<file path="src/rtl/blr_pkg.sv">
// ----------------------------------------------------------------------------
// blr_pkg
// shared types and codes of the line rasterizer
// ----------------------------------------------------------------------------
`timescale 1ns / 1ps

package blr_pkg;

    localparam logic FUNC_START = 1'b0;
    localparam logic FUNC_STEP  = 1'b1;

    localparam int COLOR_BITS = 24;

    typedef enum logic [1:0] {
        OCT_SHALLOW_UP   = 2'd0,
        OCT_STEEP_UP     = 2'd1,
        OCT_SHALLOW_DOWN = 2'd2,
        OCT_STEEP_DOWN   = 2'd3
    } octant_t;

endpackage

</file>
<file path="src/rtl/blr_setup.sv">
// ----------------------------------------------------------------------------
// blr_setup
// orders the endpoints, picks the octant and forms the initial line state
// ----------------------------------------------------------------------------
`timescale 1ns / 1ps

module blr_setup import blr_pkg::*; #(
    parameter int COORD_BITS = 12
) (
    input  logic signed [COORD_BITS-1:0] x_start,
    input  logic signed [COORD_BITS-1:0] y_start,
    input  logic signed [COORD_BITS-1:0] x_end,
    input  logic signed [COORD_BITS-1:0] y_end,
    output octant_t                      octant,
    output logic signed [COORD_BITS:0]   major_pos,
    output logic signed [COORD_BITS:0]   minor_pos,
    output logic signed [COORD_BITS:0]   major_end,
    output logic signed [COORD_BITS:0]   delta_major,
    output logic signed [COORD_BITS:0]   delta_minor,
    output logic signed [COORD_BITS+3:0] decision
);

    localparam int PW = COORD_BITS + 1;
    localparam int DW = COORD_BITS + 4;

    logic                 swap;
    logic signed [PW-1:0] x0;
    logic signed [PW-1:0] y0;
    logic signed [PW-1:0] x1;
    logic signed [PW-1:0] y1;
    logic signed [PW-1:0] dx;
    logic signed [PW-1:0] dy;
    logic signed [PW-1:0] neg_dx;

    assign swap   = x_start > x_end;
    assign x0     = swap ? PW'(x_end)   : PW'(x_start);
    assign y0     = swap ? PW'(y_end)   : PW'(y_start);
    assign x1     = swap ? PW'(x_start) : PW'(x_end);
    assign y1     = swap ? PW'(y_start) : PW'(y_end);
    assign dx     = x1 - x0;
    assign dy     = y1 - y0;
    assign neg_dx = -dx;

    always_comb
    begin
        priority if (dy >= dx)
        begin
            octant      = OCT_STEEP_UP;
            major_pos   = y0;
            major_end   = y1;
            minor_pos   = x0;
            delta_major = dy;
            delta_minor = dx;
        end
        else if (dy <= 0 && dy >= neg_dx)
        begin
            octant      = OCT_SHALLOW_DOWN;
            major_pos   = x0;
            major_end   = x1;
            minor_pos   = -y0;
            delta_major = dx;
            delta_minor = -dy;
        end
        else if (dy < neg_dx)
        begin
            octant      = OCT_STEEP_DOWN;
            major_pos   = -y0;
            major_end   = -y1;
            minor_pos   = x0;
            delta_major = -dy;
            delta_minor = dx;
        end
        else
        begin
            octant      = OCT_SHALLOW_UP;
            major_pos   = x0;
            major_end   = x1;
            minor_pos   = y0;
            delta_major = dx;
            delta_minor = dy;
        end
    end

    assign decision = (DW'(delta_minor) <<< 1) - DW'(delta_major);

endmodule

</file>
<file path="src/rtl/blr_step.sv">
// ----------------------------------------------------------------------------
// blr_step
// maps the line state to a pixel and advances the decision term
// ----------------------------------------------------------------------------
`timescale 1ns / 1ps

module blr_step import blr_pkg::*; #(
    parameter int COORD_BITS = 12
) (
    input  octant_t                      octant,
    input  logic signed [COORD_BITS:0]   major_pos,
    input  logic signed [COORD_BITS:0]   minor_pos,
    input  logic signed [COORD_BITS:0]   major_end,
    input  logic signed [COORD_BITS:0]   delta_major,
    input  logic signed [COORD_BITS:0]   delta_minor,
    input  logic signed [COORD_BITS+3:0] decision,
    output logic signed [COORD_BITS-1:0] pixel_x,
    output logic signed [COORD_BITS-1:0] pixel_y,
    output logic                         last,
    output logic signed [COORD_BITS:0]   major_next,
    output logic signed [COORD_BITS:0]   minor_next,
    output logic signed [COORD_BITS+3:0] decision_next
);

    localparam int PW = COORD_BITS + 1;
    localparam int DW = COORD_BITS + 4;

    logic signed [PW-1:0] neg_major;
    logic signed [PW-1:0] neg_minor;
    logic                 minor_move;
    logic signed [DW-1:0] twice_major;
    logic signed [DW-1:0] twice_minor;

    assign neg_major = -major_pos;
    assign neg_minor = -minor_pos;

    always_comb
    begin
        unique case (octant)
            OCT_SHALLOW_UP:
            begin
                pixel_x = major_pos[COORD_BITS-1:0];
                pixel_y = minor_pos[COORD_BITS-1:0];
            end
            OCT_STEEP_UP:
            begin
                pixel_x = minor_pos[COORD_BITS-1:0];
                pixel_y = major_pos[COORD_BITS-1:0];
            end
            OCT_SHALLOW_DOWN:
            begin
                pixel_x = major_pos[COORD_BITS-1:0];
                pixel_y = neg_minor[COORD_BITS-1:0];
            end
            OCT_STEEP_DOWN:
            begin
                pixel_x = minor_pos[COORD_BITS-1:0];
                pixel_y = neg_major[COORD_BITS-1:0];
            end
            default:
            begin
                pixel_x = major_pos[COORD_BITS-1:0];
                pixel_y = minor_pos[COORD_BITS-1:0];
            end
        endcase
    end

    assign last        = major_pos == major_end;
    assign minor_move  = !decision[DW-1];
    assign twice_major = DW'(delta_major) <<< 1;
    assign twice_minor = DW'(delta_minor) <<< 1;

    assign major_next    = major_pos + PW'(1);
    assign minor_next    = minor_move ? minor_pos + PW'(1) : minor_pos;
    assign decision_next = decision + twice_minor - (minor_move ? twice_major : DW'(0));

endmodule

</file>
<file path="src/rtl/bresenham_line_rasterizer_unit.sv">
// ----------------------------------------------------------------------------
// bresenham_line_rasterizer_unit
// all-octant integer line rasterizer, one pixel per item
// ----------------------------------------------------------------------------
// usage
//   command channel (cmd_valid / cmd_stall): func = FUNC_START loads two
//   endpoints and a color and gives the first pixel; func = FUNC_STEP gives
//   the next pixel of the active line, or nothing when no line is active.
//   a start item drops any line in progress.
//   pixel channel (pixel_valid / pixel_stall): one pixel with its color;
//   last_pixel marks the final endpoint, after which the line is inactive.
//   an accepted command enters the command register, which feeds setup and
//   step logic; these load the pixel register that drives pixel_valid.
//   throughput is one item per cycle while the pixel is not stalled, set
//   by the single decision update between the command and pixel registers.
//   reset clears both valid flags and the active-line flag.
//   a stalled pixel holds; a command waiting behind it raises cmd_stall,
//   one item deep, so one command is still taken while the pixel waits.
// ----------------------------------------------------------------------------
`timescale 1ns / 1ps

module bresenham_line_rasterizer_unit import blr_pkg::*; #(
    parameter int COORD_BITS = 12
) (
    input  logic                         clk,
    input  logic                         rst_n,
    input  logic                         cmd_valid,
    output logic                         cmd_stall,
    input  logic                         func,
    input  logic signed [COORD_BITS-1:0] x_start,
    input  logic signed [COORD_BITS-1:0] y_start,
    input  logic signed [COORD_BITS-1:0] x_end,
    input  logic signed [COORD_BITS-1:0] y_end,
    input  logic [COLOR_BITS-1:0]        line_color,
    output logic                         pixel_valid,
    input  logic                         pixel_stall,
    output logic signed [COORD_BITS-1:0] pixel_x,
    output logic signed [COORD_BITS-1:0] pixel_y,
    output logic [COLOR_BITS-1:0]        pixel_color,
    output logic                         last_pixel
);

    localparam int PW = COORD_BITS + 1;
    localparam int DW = COORD_BITS + 4;

    // command register
    logic                         cmd_valid_reg;
    logic                         cmd_valid_next;
    logic                         func_reg;
    logic signed [COORD_BITS-1:0] x_start_reg;
    logic signed [COORD_BITS-1:0] y_start_reg;
    logic signed [COORD_BITS-1:0] x_end_reg;
    logic signed [COORD_BITS-1:0] y_end_reg;
    logic [COLOR_BITS-1:0]        color_reg;

    // line state
    logic                 active_reg;
    logic                 active_next;
    octant_t              octant_reg;
    octant_t              octant_next;
    logic signed [PW-1:0] major_reg;
    logic signed [PW-1:0] major_next;
    logic signed [PW-1:0] minor_reg;
    logic signed [PW-1:0] minor_next;
    logic signed [PW-1:0] end_reg;
    logic signed [PW-1:0] end_next;
    logic signed [PW-1:0] dmaj_reg;
    logic signed [PW-1:0] dmaj_next;
    logic signed [PW-1:0] dmin_reg;
    logic signed [PW-1:0] dmin_next;
    logic signed [DW-1:0] dec_reg;
    logic signed [DW-1:0] dec_next;
    logic [COLOR_BITS-1:0] held_color_reg;
    logic [COLOR_BITS-1:0] held_color_next;

    // pixel register
    logic                         pixel_valid_reg;
    logic                         pixel_valid_next;
    logic signed [COORD_BITS-1:0] pixel_x_reg;
    logic signed [COORD_BITS-1:0] pixel_y_reg;
    logic [COLOR_BITS-1:0]        pixel_color_reg;
    logic                         last_pixel_reg;

    // setup results
    octant_t              su_octant;
    logic signed [PW-1:0] su_major;
    logic signed [PW-1:0] su_minor;
    logic signed [PW-1:0] su_end;
    logic signed [PW-1:0] su_dmaj;
    logic signed [PW-1:0] su_dmin;
    logic signed [DW-1:0] su_dec;

    // step inputs and results
    logic                         is_start;
    octant_t                      cur_octant;
    logic signed [PW-1:0]         cur_major;
    logic signed [PW-1:0]         cur_minor;
    logic signed [PW-1:0]         cur_end;
    logic signed [PW-1:0]         cur_dmaj;
    logic signed [PW-1:0]         cur_dmin;
    logic signed [DW-1:0]         cur_dec;
    logic [COLOR_BITS-1:0]        cur_color;
    logic signed [COORD_BITS-1:0] st_x;
    logic signed [COORD_BITS-1:0] st_y;
    logic                         st_last;
    logic signed [PW-1:0]         st_major;
    logic signed [PW-1:0]         st_minor;
    logic signed [DW-1:0]         st_dec;

    logic cmd_accept;
    logic advance;
    logic emit;

    assign advance    = cmd_valid_reg && (!pixel_valid_reg || !pixel_stall);
    assign cmd_stall  = cmd_valid_reg && !advance;
    assign cmd_accept = cmd_valid && !cmd_stall;
    assign is_start   = func_reg == FUNC_START;
    assign emit       = advance && (is_start || active_reg);

    blr_setup #(
        .COORD_BITS (COORD_BITS)
    ) u_setup (
        .x_start     (x_start_reg),
        .y_start     (y_start_reg),
        .x_end       (x_end_reg),
        .y_end       (y_end_reg),
        .octant      (su_octant),
        .major_pos   (su_major),
        .minor_pos   (su_minor),
        .major_end   (su_end),
        .delta_major (su_dmaj),
        .delta_minor (su_dmin),
        .decision    (su_dec)
    );

    assign cur_octant = is_start ? su_octant : octant_reg;
    assign cur_major  = is_start ? su_major  : major_reg;
    assign cur_minor  = is_start ? su_minor  : minor_reg;
    assign cur_end    = is_start ? su_end    : end_reg;
    assign cur_dmaj   = is_start ? su_dmaj   : dmaj_reg;
    assign cur_dmin   = is_start ? su_dmin   : dmin_reg;
    assign cur_dec    = is_start ? su_dec    : dec_reg;
    assign cur_color  = is_start ? color_reg : held_color_reg;

    blr_step #(
        .COORD_BITS (COORD_BITS)
    ) u_step (
        .octant        (cur_octant),
        .major_pos     (cur_major),
        .minor_pos     (cur_minor),
        .major_end     (cur_end),
        .delta_major   (cur_dmaj),
        .delta_minor   (cur_dmin),
        .decision      (cur_dec),
        .pixel_x       (st_x),
        .pixel_y       (st_y),
        .last          (st_last),
        .major_next    (st_major),
        .minor_next    (st_minor),
        .decision_next (st_dec)
    );

    always_comb
    begin
        cmd_valid_next   = cmd_valid_reg;
        active_next      = active_reg;
        octant_next      = octant_reg;
        major_next       = major_reg;
        minor_next       = minor_reg;
        end_next         = end_reg;
        dmaj_next        = dmaj_reg;
        dmin_next        = dmin_reg;
        dec_next         = dec_reg;
        held_color_next  = held_color_reg;
        pixel_valid_next = pixel_valid_reg;

        if (cmd_accept)
        begin
            cmd_valid_next = 1'b1;
        end
        else if (advance)
        begin
            cmd_valid_next = 1'b0;
        end

        if (emit)
        begin
            active_next      = !st_last;
            octant_next      = cur_octant;
            major_next       = st_last ? cur_major : st_major;
            minor_next       = st_last ? cur_minor : st_minor;
            end_next         = cur_end;
            dmaj_next        = cur_dmaj;
            dmin_next        = cur_dmin;
            dec_next         = st_last ? cur_dec : st_dec;
            held_color_next  = cur_color;
            pixel_valid_next = 1'b1;
        end
        else if (!pixel_stall)
        begin
            pixel_valid_next = 1'b0;
        end
    end

    always_ff @(posedge clk or negedge rst_n)
    begin
        if (!rst_n)
        begin
            cmd_valid_reg   <= 1'b0;
            active_reg      <= 1'b0;
            octant_reg      <= OCT_SHALLOW_UP;
            major_reg       <= '0;
            minor_reg       <= '0;
            end_reg         <= '0;
            dmaj_reg        <= '0;
            dmin_reg        <= '0;
            dec_reg         <= '0;
            held_color_reg  <= '0;
            pixel_valid_reg <= 1'b0;
        end
        else
        begin
            cmd_valid_reg   <= cmd_valid_next;
            active_reg      <= active_next;
            octant_reg      <= octant_next;
            major_reg       <= major_next;
            minor_reg       <= minor_next;
            end_reg         <= end_next;
            dmaj_reg        <= dmaj_next;
            dmin_reg        <= dmin_next;
            dec_reg         <= dec_next;
            held_color_reg  <= held_color_next;
            pixel_valid_reg <= pixel_valid_next;
        end
    end

    // payload registers
    always_ff @(posedge clk)
    begin
        if (cmd_accept)
        begin
            func_reg    <= func;
            x_start_reg <= x_start;
            y_start_reg <= y_start;
            x_end_reg   <= x_end;
            y_end_reg   <= y_end;
            color_reg   <= line_color;
        end
        if (emit)
        begin
            pixel_x_reg     <= st_x;
            pixel_y_reg     <= st_y;
            pixel_color_reg <= cur_color;
            last_pixel_reg  <= st_last;
        end
    end

    assign pixel_valid = pixel_valid_reg;
    assign pixel_x     = pixel_x_reg;
    assign pixel_y     = pixel_y_reg;
    assign pixel_color = pixel_color_reg;
    assign last_pixel  = last_pixel_reg;

endmodule

</file>
<file path="config.mk">
export PLATFORM = sky130hd
export DESIGN_NAME = bresenham_line_rasterizer_unit
export DESIGN_NICKNAME = d
export VERILOG_FILES = /design/src/rtl/blr_pkg.sv /design/src/rtl/blr_setup.sv /design/src/rtl/blr_step.sv /design/src/rtl/bresenham_line_rasterizer_unit.sv
export SDC_FILE = /design/constraint.sdc
export NUM_CORES = 1
export LEC_CHECK = 0
export ABC_AREA = 1
export BUFFER_PORTS_ARGS = -buffer_cell sky130_fd_sc_hd__buf_2
export CORE_UTILIZATION = 63
export CTS_CLUSTER_DIAMETER = 80
export CTS_CLUSTER_SIZE = 12
export DETAILED_ROUTE_END_ITERATION = 10
export GPL_TIMING_DRIVEN = 0
export PLACE_DENSITY = 0.88
export SYNTH_ARGS = -nofsm -noshare
export SYNTH_HDL_FRONTEND = slang
export SYNTH_HIERARCHICAL = 1
export SYNTH_SLANG_ARGS = --single-unit
</file>
<file path="constraint.sdc">
create_clock -name clk -period 11.13 [get_ports clk]
set_input_delay 1.6695 -clock clk [delete_from_list [all_inputs] [get_ports clk]]
set_output_delay 1.6695 -clock clk [all_outputs]
set_load 0.01 [all_outputs]
</file>
Word-level counts from Yosys, hierarchy flattened --
Cells that the tools add are included.
Word-level totals: flip-flop bits (word level) 232, latch bits 0, memory bits (writable) 0, ROM bits 0, input bits 77, output and inout bits 51, word-level logic and storage cells 102, memories 0
Cells by class: $add $sub $neg 13, $mul 0, div/mod/pow operators 0, order comparisons 5, eq/ne operators 5, shifts and indexed selects 0, multiplexer cells 41, bitwise operators 1, reduce and logical (&&, ||, !) cells 16
Operator list (count):
- 2-to-1 mux 13 bit | 27
- negation 13 bit | 4
- 2-to-1 mux 16 bit | 3
- one-hot mux 12 bit (4 select lines) | 1
- adder 13 x 2 -> 13 bit, second input constant | 2
- greater-or-equal comparator 13 bit | 2
- subtractor 13 bit | 2
- 2-to-1 mux 24 bit | 1
- negation 12 bit | 2
- one-hot mux 12 bit (2 select lines) | 1
- adder 16 x 14 -> 16 bit | 1
- subtractor 16 bit | 1
- subtractor 14 x 13 -> 15 bit | 1
- == test 13 bit | 1
- <= comparator 13 x 1 -> 1 bit, second input constant | 1
- < comparator 13 bit | 1
- greater-than comparator 12 bit | 1
- 2-to-1 mux 2 bit | 4
- logical AND 1 bit | 5
- logical NOT 1 bit | 5
- == test 2 bit, second input constant | 2
- 2-to-1 mux 1 bit | 4
- OR reduction 2 bit | 2
- == test 2 x 1 -> 1 bit, second input constant | 1
- other kinds (5) | 6

Longest topological paths before layout --
word-level depth 13, mapped depth 78, mapped depth without buffers 74

Cells and area by module --
The synthesis kept the hierarchy.
By module, submodules not included:
- bresenham_line_rasterizer_unit | times used 1, cells an instance 965, area each 9738.1 µm², seq. area each 6416.2 µm²
- blr_setup | times used 1, cells an instance 1117, area each 6030.8 µm², seq. area each 0.0 µm²
- blr_step | times used 1, cells an instance 532, area each 2905.3 µm², seq. area each 0.0 µm²

Worst setup path before layout --
Ideal clock, no wire load.
kind reg-to-reg, from register x_start_reg[11], to register dec_reg[15], setup time 0.117 ns, arrival time 9.850 ns, required time 11.013 ns, path slack 1.162 ns, cell stages (with the launch flop) 69, path buffers 7, clock period less this slack 9.968 ns, path through edfxtp_1 > ha_1 > buf_2 > nand2_1 > inv_2 > nand2_2 > nor2_4 > nand2_1 > nand3_1 > nand2_1 > nand3_2 > buf_6 > inv_2 > buf_6 > buf_6 > o21ai_1 > nand2_1 > ha_1 > [33 not listed] > nand2_1 > nand2_1 > clkbuf_1 > nor2_1 > fa_1 > inv_1 > ha_1 > a21oi_1 > o21ai_2 > nand2_1 > nand2_1 > nand2_1 > nand2_1 > nand2_1 > nand2_1 > or2_2 > nand3_1 > nand2_1
Between the ends: longest elaborated chain between the ends 13, elaborated cells on any way between the ends 39, classes of those cells 9 x add/sub; 5 x order compare; 1 x eq/ne; 23 x mux; 1 x reduce/logical
Ends and longest elaborated chain:
- start: declaration | RTL line bresenham_line_rasterizer_unit.sv:50 | logic signed [COORD_BITS-1:0] x_start_reg;
- start signal: assignment | RTL line bresenham_line_rasterizer_unit.sv:243 | x_start_reg <= x_start;
- greater-than comparator 12 bit | RTL line blr_setup.sv:35 | assign swap = x_start > x_end;
- 2-to-1 mux 13 bit, on equally long branches | RTL line blr_setup.sv:38, blr_setup.sv:36
- subtractor 13 bit | RTL line blr_setup.sv:40 | assign dx = x1 - x0;
- negation 13 bit | RTL line blr_setup.sv:42 | assign neg_dx = -dx;
- < comparator 13 bit / greater-or-equal comparator 13 bit (equally long branches) | RTL line blr_setup.sv:64, blr_setup.sv:55
- 2-to-1 mux 13 bit / logical AND 1 bit (equally long branches) | RTL line blr_setup.sv:64, blr_setup.sv:55
- 2-to-1 mux 13 bit | RTL line blr_setup.sv:55 | else if (dy <= 0 && dy >= neg_dx)
- 2-to-1 mux 13 bit * | RTL line blr_setup.sv:46 | priority if (dy >= dx)
- via su_dmin[0] | RTL line bresenham_line_rasterizer_unit.sv:90 | logic signed [PW-1:0] su_dmin;
- subtractor 14 x 13 -> 15 bit * | RTL line blr_setup.sv:84 | assign decision = (DW'(delta_minor) <<< 1) - DW'(delta_major);
- via su_dec[14] | RTL line bresenham_line_rasterizer_unit.sv:91 | logic signed [DW-1:0] su_dec;
- 2-to-1 mux 16 bit * | RTL line bresenham_line_rasterizer_unit.sv:142 | assign cur_dec = is_start ? su_dec : dec_reg;
- via cur_dec[15] | RTL line bresenham_line_rasterizer_unit.sv:101 | logic signed [DW-1:0] cur_dec;
- adder 16 x 14 -> 16 bit / 2-to-1 mux 16 bit (equally long branches) | RTL line blr_step.sv:75 | assign decision_next = decision + twice_minor - (minor_move ? twice_major : DW'(0));
- subtractor 16 bit * | RTL line blr_step.sv:75
- via st_dec[15] | RTL line bresenham_line_rasterizer_unit.sv:108 | logic signed [DW-1:0] st_dec;
- 2-to-1 mux 16 bit * | RTL line bresenham_line_rasterizer_unit.sv:195 | dec_next = st_last ? cur_dec : st_dec;
- end signal: assignment | RTL line bresenham_line_rasterizer_unit.sv:231 | dec_reg <= dec_next;
- end: declaration | RTL line bresenham_line_rasterizer_unit.sv:71 | logic signed [DW-1:0] dec_reg;
Mark *: on every way through the listed nets, which the timed path passes. The rest lies on a longest branch. A chain may end at the register's enable or synchronous reset.

Final worst setup path --
from register x_start_reg[9], to register dec_reg[14]
Between the ends: longest elaborated chain between the ends 13, elaborated cells on any way between the ends 39, classes of those cells 9 x add/sub; 5 x order compare; 1 x eq/ne; 23 x mux; 1 x reduce/logical
Ends and longest elaborated chain (RTL line):
- greater-than comparator 12 bit | blr_setup.sv:35
- 2-to-1 mux 13 bit, on equally long branches | blr_setup.sv:38, blr_setup.sv:36
- subtractor 13 bit | blr_setup.sv:40
- negation 13 bit | blr_setup.sv:42
- < comparator 13 bit / greater-or-equal comparator 13 bit (equally long branches) | blr_setup.sv:64, blr_setup.sv:55
- 2-to-1 mux 13 bit / logical AND 1 bit (equally long branches) | blr_setup.sv:64, blr_setup.sv:55
- 2-to-1 mux 13 bit | blr_setup.sv:55
- 2-to-1 mux 13 bit * | blr_setup.sv:46
- via su_dmin[0] | bresenham_line_rasterizer_unit.sv:90
- subtractor 14 x 13 -> 15 bit * | blr_setup.sv:84
- via su_dec[14] | bresenham_line_rasterizer_unit.sv:91
- 2-to-1 mux 16 bit * | bresenham_line_rasterizer_unit.sv:142
- via cur_dec[15] | bresenham_line_rasterizer_unit.sv:101
- 2-to-1 mux 16 bit * | blr_step.sv:75
- subtractor 16 bit * | blr_step.sv:75
- via st_dec[14] | bresenham_line_rasterizer_unit.sv:108
- 2-to-1 mux 16 bit * | bresenham_line_rasterizer_unit.sv:195
Marks and branches as above.

==> flow_metrics.py <==
metrics = {
    "layout": {
        "design_area_sq_um": 20900,
        "fillCellCount": 2319,
        "fin_nets": 2925,
        "drive_above_1_share_pct": 16.2,
        "stdcell_count": 3160,
        "syn_to_final_growth_pct": 12.8,
        "regArea_sq_um": 6370,
        "multi_input_area_sq_um": 10400,
        "diodes": 0,
        "post-route-util_pct": 72.5,
    },
    "floorplanning": {
        "num_rows": 62,
        "core_area_sq_um": 28800,
        "die-area_sq_um": 30100,
        "die_w_um": 173,
        "boundaryPins": 128,
        "die_h_um": 173,
        "start_util_pct": 64.3,
    },
    "place": {
        "routabilityCongestion": 0.990,
        "io_buffer_count": 127,
        "dp_hpwl_um": 45900,
        "place_area_sq_um": 19700,
        "placed_cells": 3099,
    },
    "global_routing": {
        "grt_overflow": 0,
        "track_usage_pct": 38.9,
        "grt_max_degree": 72,
        "grt_first_pass_wirelength_um": 93200,
        "grt_pass1_vias": 17900,
        "antenna_found_initial": 0,
    },
    "critical_path": {
        "critical-path-slowest-cell": "fa_1",
        "end_kind": "flop",
        "crit_arrival_ns": 10.96,
        "cpPeakStageDelay_ns": 0.47,
        "path_class": "reg2reg",
        "cp.required_ns": 11.56,
        "cp-startpoint": "x_start_reg[9]",
        "path_common_cell": "nand2_1",
        "worstPathMaxFanout": 10,
        "startpoint_type": "flop",
        "r2r_start": "x_start_reg[9]",
    },
    "sta": {
        "finalHoldViolations": 0,
        "period_share_pct": 94.6,
        "fin_tns_setup_ns": 0,
        "final.min_clock_period_ns": 10.53,
        "clock_skew_ns": 0.0285,
        "maxSlewViolCount": 0,
        "fmax_ghz": 0.0950,
        "setup_violations": 0,
        "slew_headroom_pct": 36.0,
        "tightest_slew_ns": 0.950,
    },
    "routing": {
        "num_vias": 18600,
        "drt_iter0_drc": 1843,
        "wl_um": 59400,
        "first_pass_iters": 8,
        "wl_per_cell_um": 18.8,
        "drcViolationCount": 0,
        "viasPerCell": 5.90,
        "ant_nets": 0,
    },
    "clocking": {
        "numCtsBuffers": 23,
        "clkLatencyLatePin_ns": 0.54,
        "clockBufferDepth": 3,
        "cts_num_sinks": 230,
        "cts_tree": "yes",
        "clk_pin_slew_worst_paths_ns": 0.06,
        "ctsRootBufferMaster": "clkbuf_16",
        "htree_levels": 1,
    },
    "yosys": {
        "syn_area_per_cell_sq_um": 7.16,
        "yosysWarnings": 6,
        "syn_inst": 2586,
        "synth_area_sq_um": 18500,
        "syn_nets": 2751,
    },
    "hold_path": {
        "hold_start": "major_reg[0]",
        "min-delay-path-class": "reg2reg",
    },
    "status": {
        "status": "complete, no violations",
    },
    "job": {
        "max-cap-violations": 0,
    },
}
-- cells in the final DEF, fill, tap and decap left out, types with 8 or more instances in the layout --
master / n
a21oi_1: 57
a22oi_1: 8
buf_2: 149
buf_4: 36
buf_6: 27
clkbuf_1: 51
clkbuf_16: 23
dfrtp_1: 108
edfxtp_1: 122
fa_1: 14
ha_1: 62
inv_1: 342
inv_2: 15
nand2_1: 796
nand2_2: 43
nand3_1: 194
nand4_1: 33
nor2_1: 87
nor2_2: 14
nor3_1: 18
o211ai_1: 27
o21ai_0: 148
o21ai_1: 126
o21ai_2: 13
or2_2: 43
xnor2_1: 13
xor2_1: 77
xor2_2: 8
-- per-layer routing --
layer	track usage [%]	routed length (um)
met5	0	0
met4	15.9	2740
met3	5.61	5520
met2	64.8	27500
met1	51.0	23700
-- worst paths after layout --
check / to / slack [ns] / cells past startpoint
worst max-delay path: dec_reg[14] / 0.60 / 71
worst min-delay path: major_reg[0] / 0.49 / 2
worst max register to register: dec_reg[14] / 0.60 / 71
worst min register to register: major_reg[0] / 0.49 / 2
max in group asynchronous: end_reg[5] / 9.12 / 2
min in group asynchronous: dec_reg[11] / 1.24 / 1
-- critical path, delay by kind of cell, from the launching register on --
| family | cells | cell delay [ns] |
|---|---|---|
| fa+ha+maj | 5 | 1.92 |
| compound gates | 14 | 1.82 |
| flops | 1 | 0.41 |
| buf+inv | 13 | 1.55 |
| xor+xnor | 2 | 0.43 |
| simple gates | 37 | 4.27 |
-- stage by stage --
stage          hold WS (ns)  setup slack [ns]
6_report              0.485             0.600
4_1_cts               0.489            0.0350
5_1_grt               0.507           -0.0642
2_1_floorplan         0.449              1.16
3_3_place_gp          0.461             -1.60
3_5_place_dp          0.471             -1.50
-- layout make-up --
class                      instances  area share [%]
clock buffer                      39            3.09
clock inverter                     2          0.0839
inverter                         362            6.56
sequential                       230            30.5
multi-input combinational       1880            49.7
tap                              384            2.30
timing repair buffer             150            4.08
buffer                           113            3.66
-- repair_timing --
item | 4_1_cts | 5_1_grt
resized for setup | 31 | 66
setup endpoints to repair | 17 | 14
pin swaps | 2 | 8
setup buffers | 2 | 19
hold buffers | 0 | 0
Power is left out: the tool's default activity adds up to more than one toggle a clock period on the data nets, which glitch-free logic cannot reach.
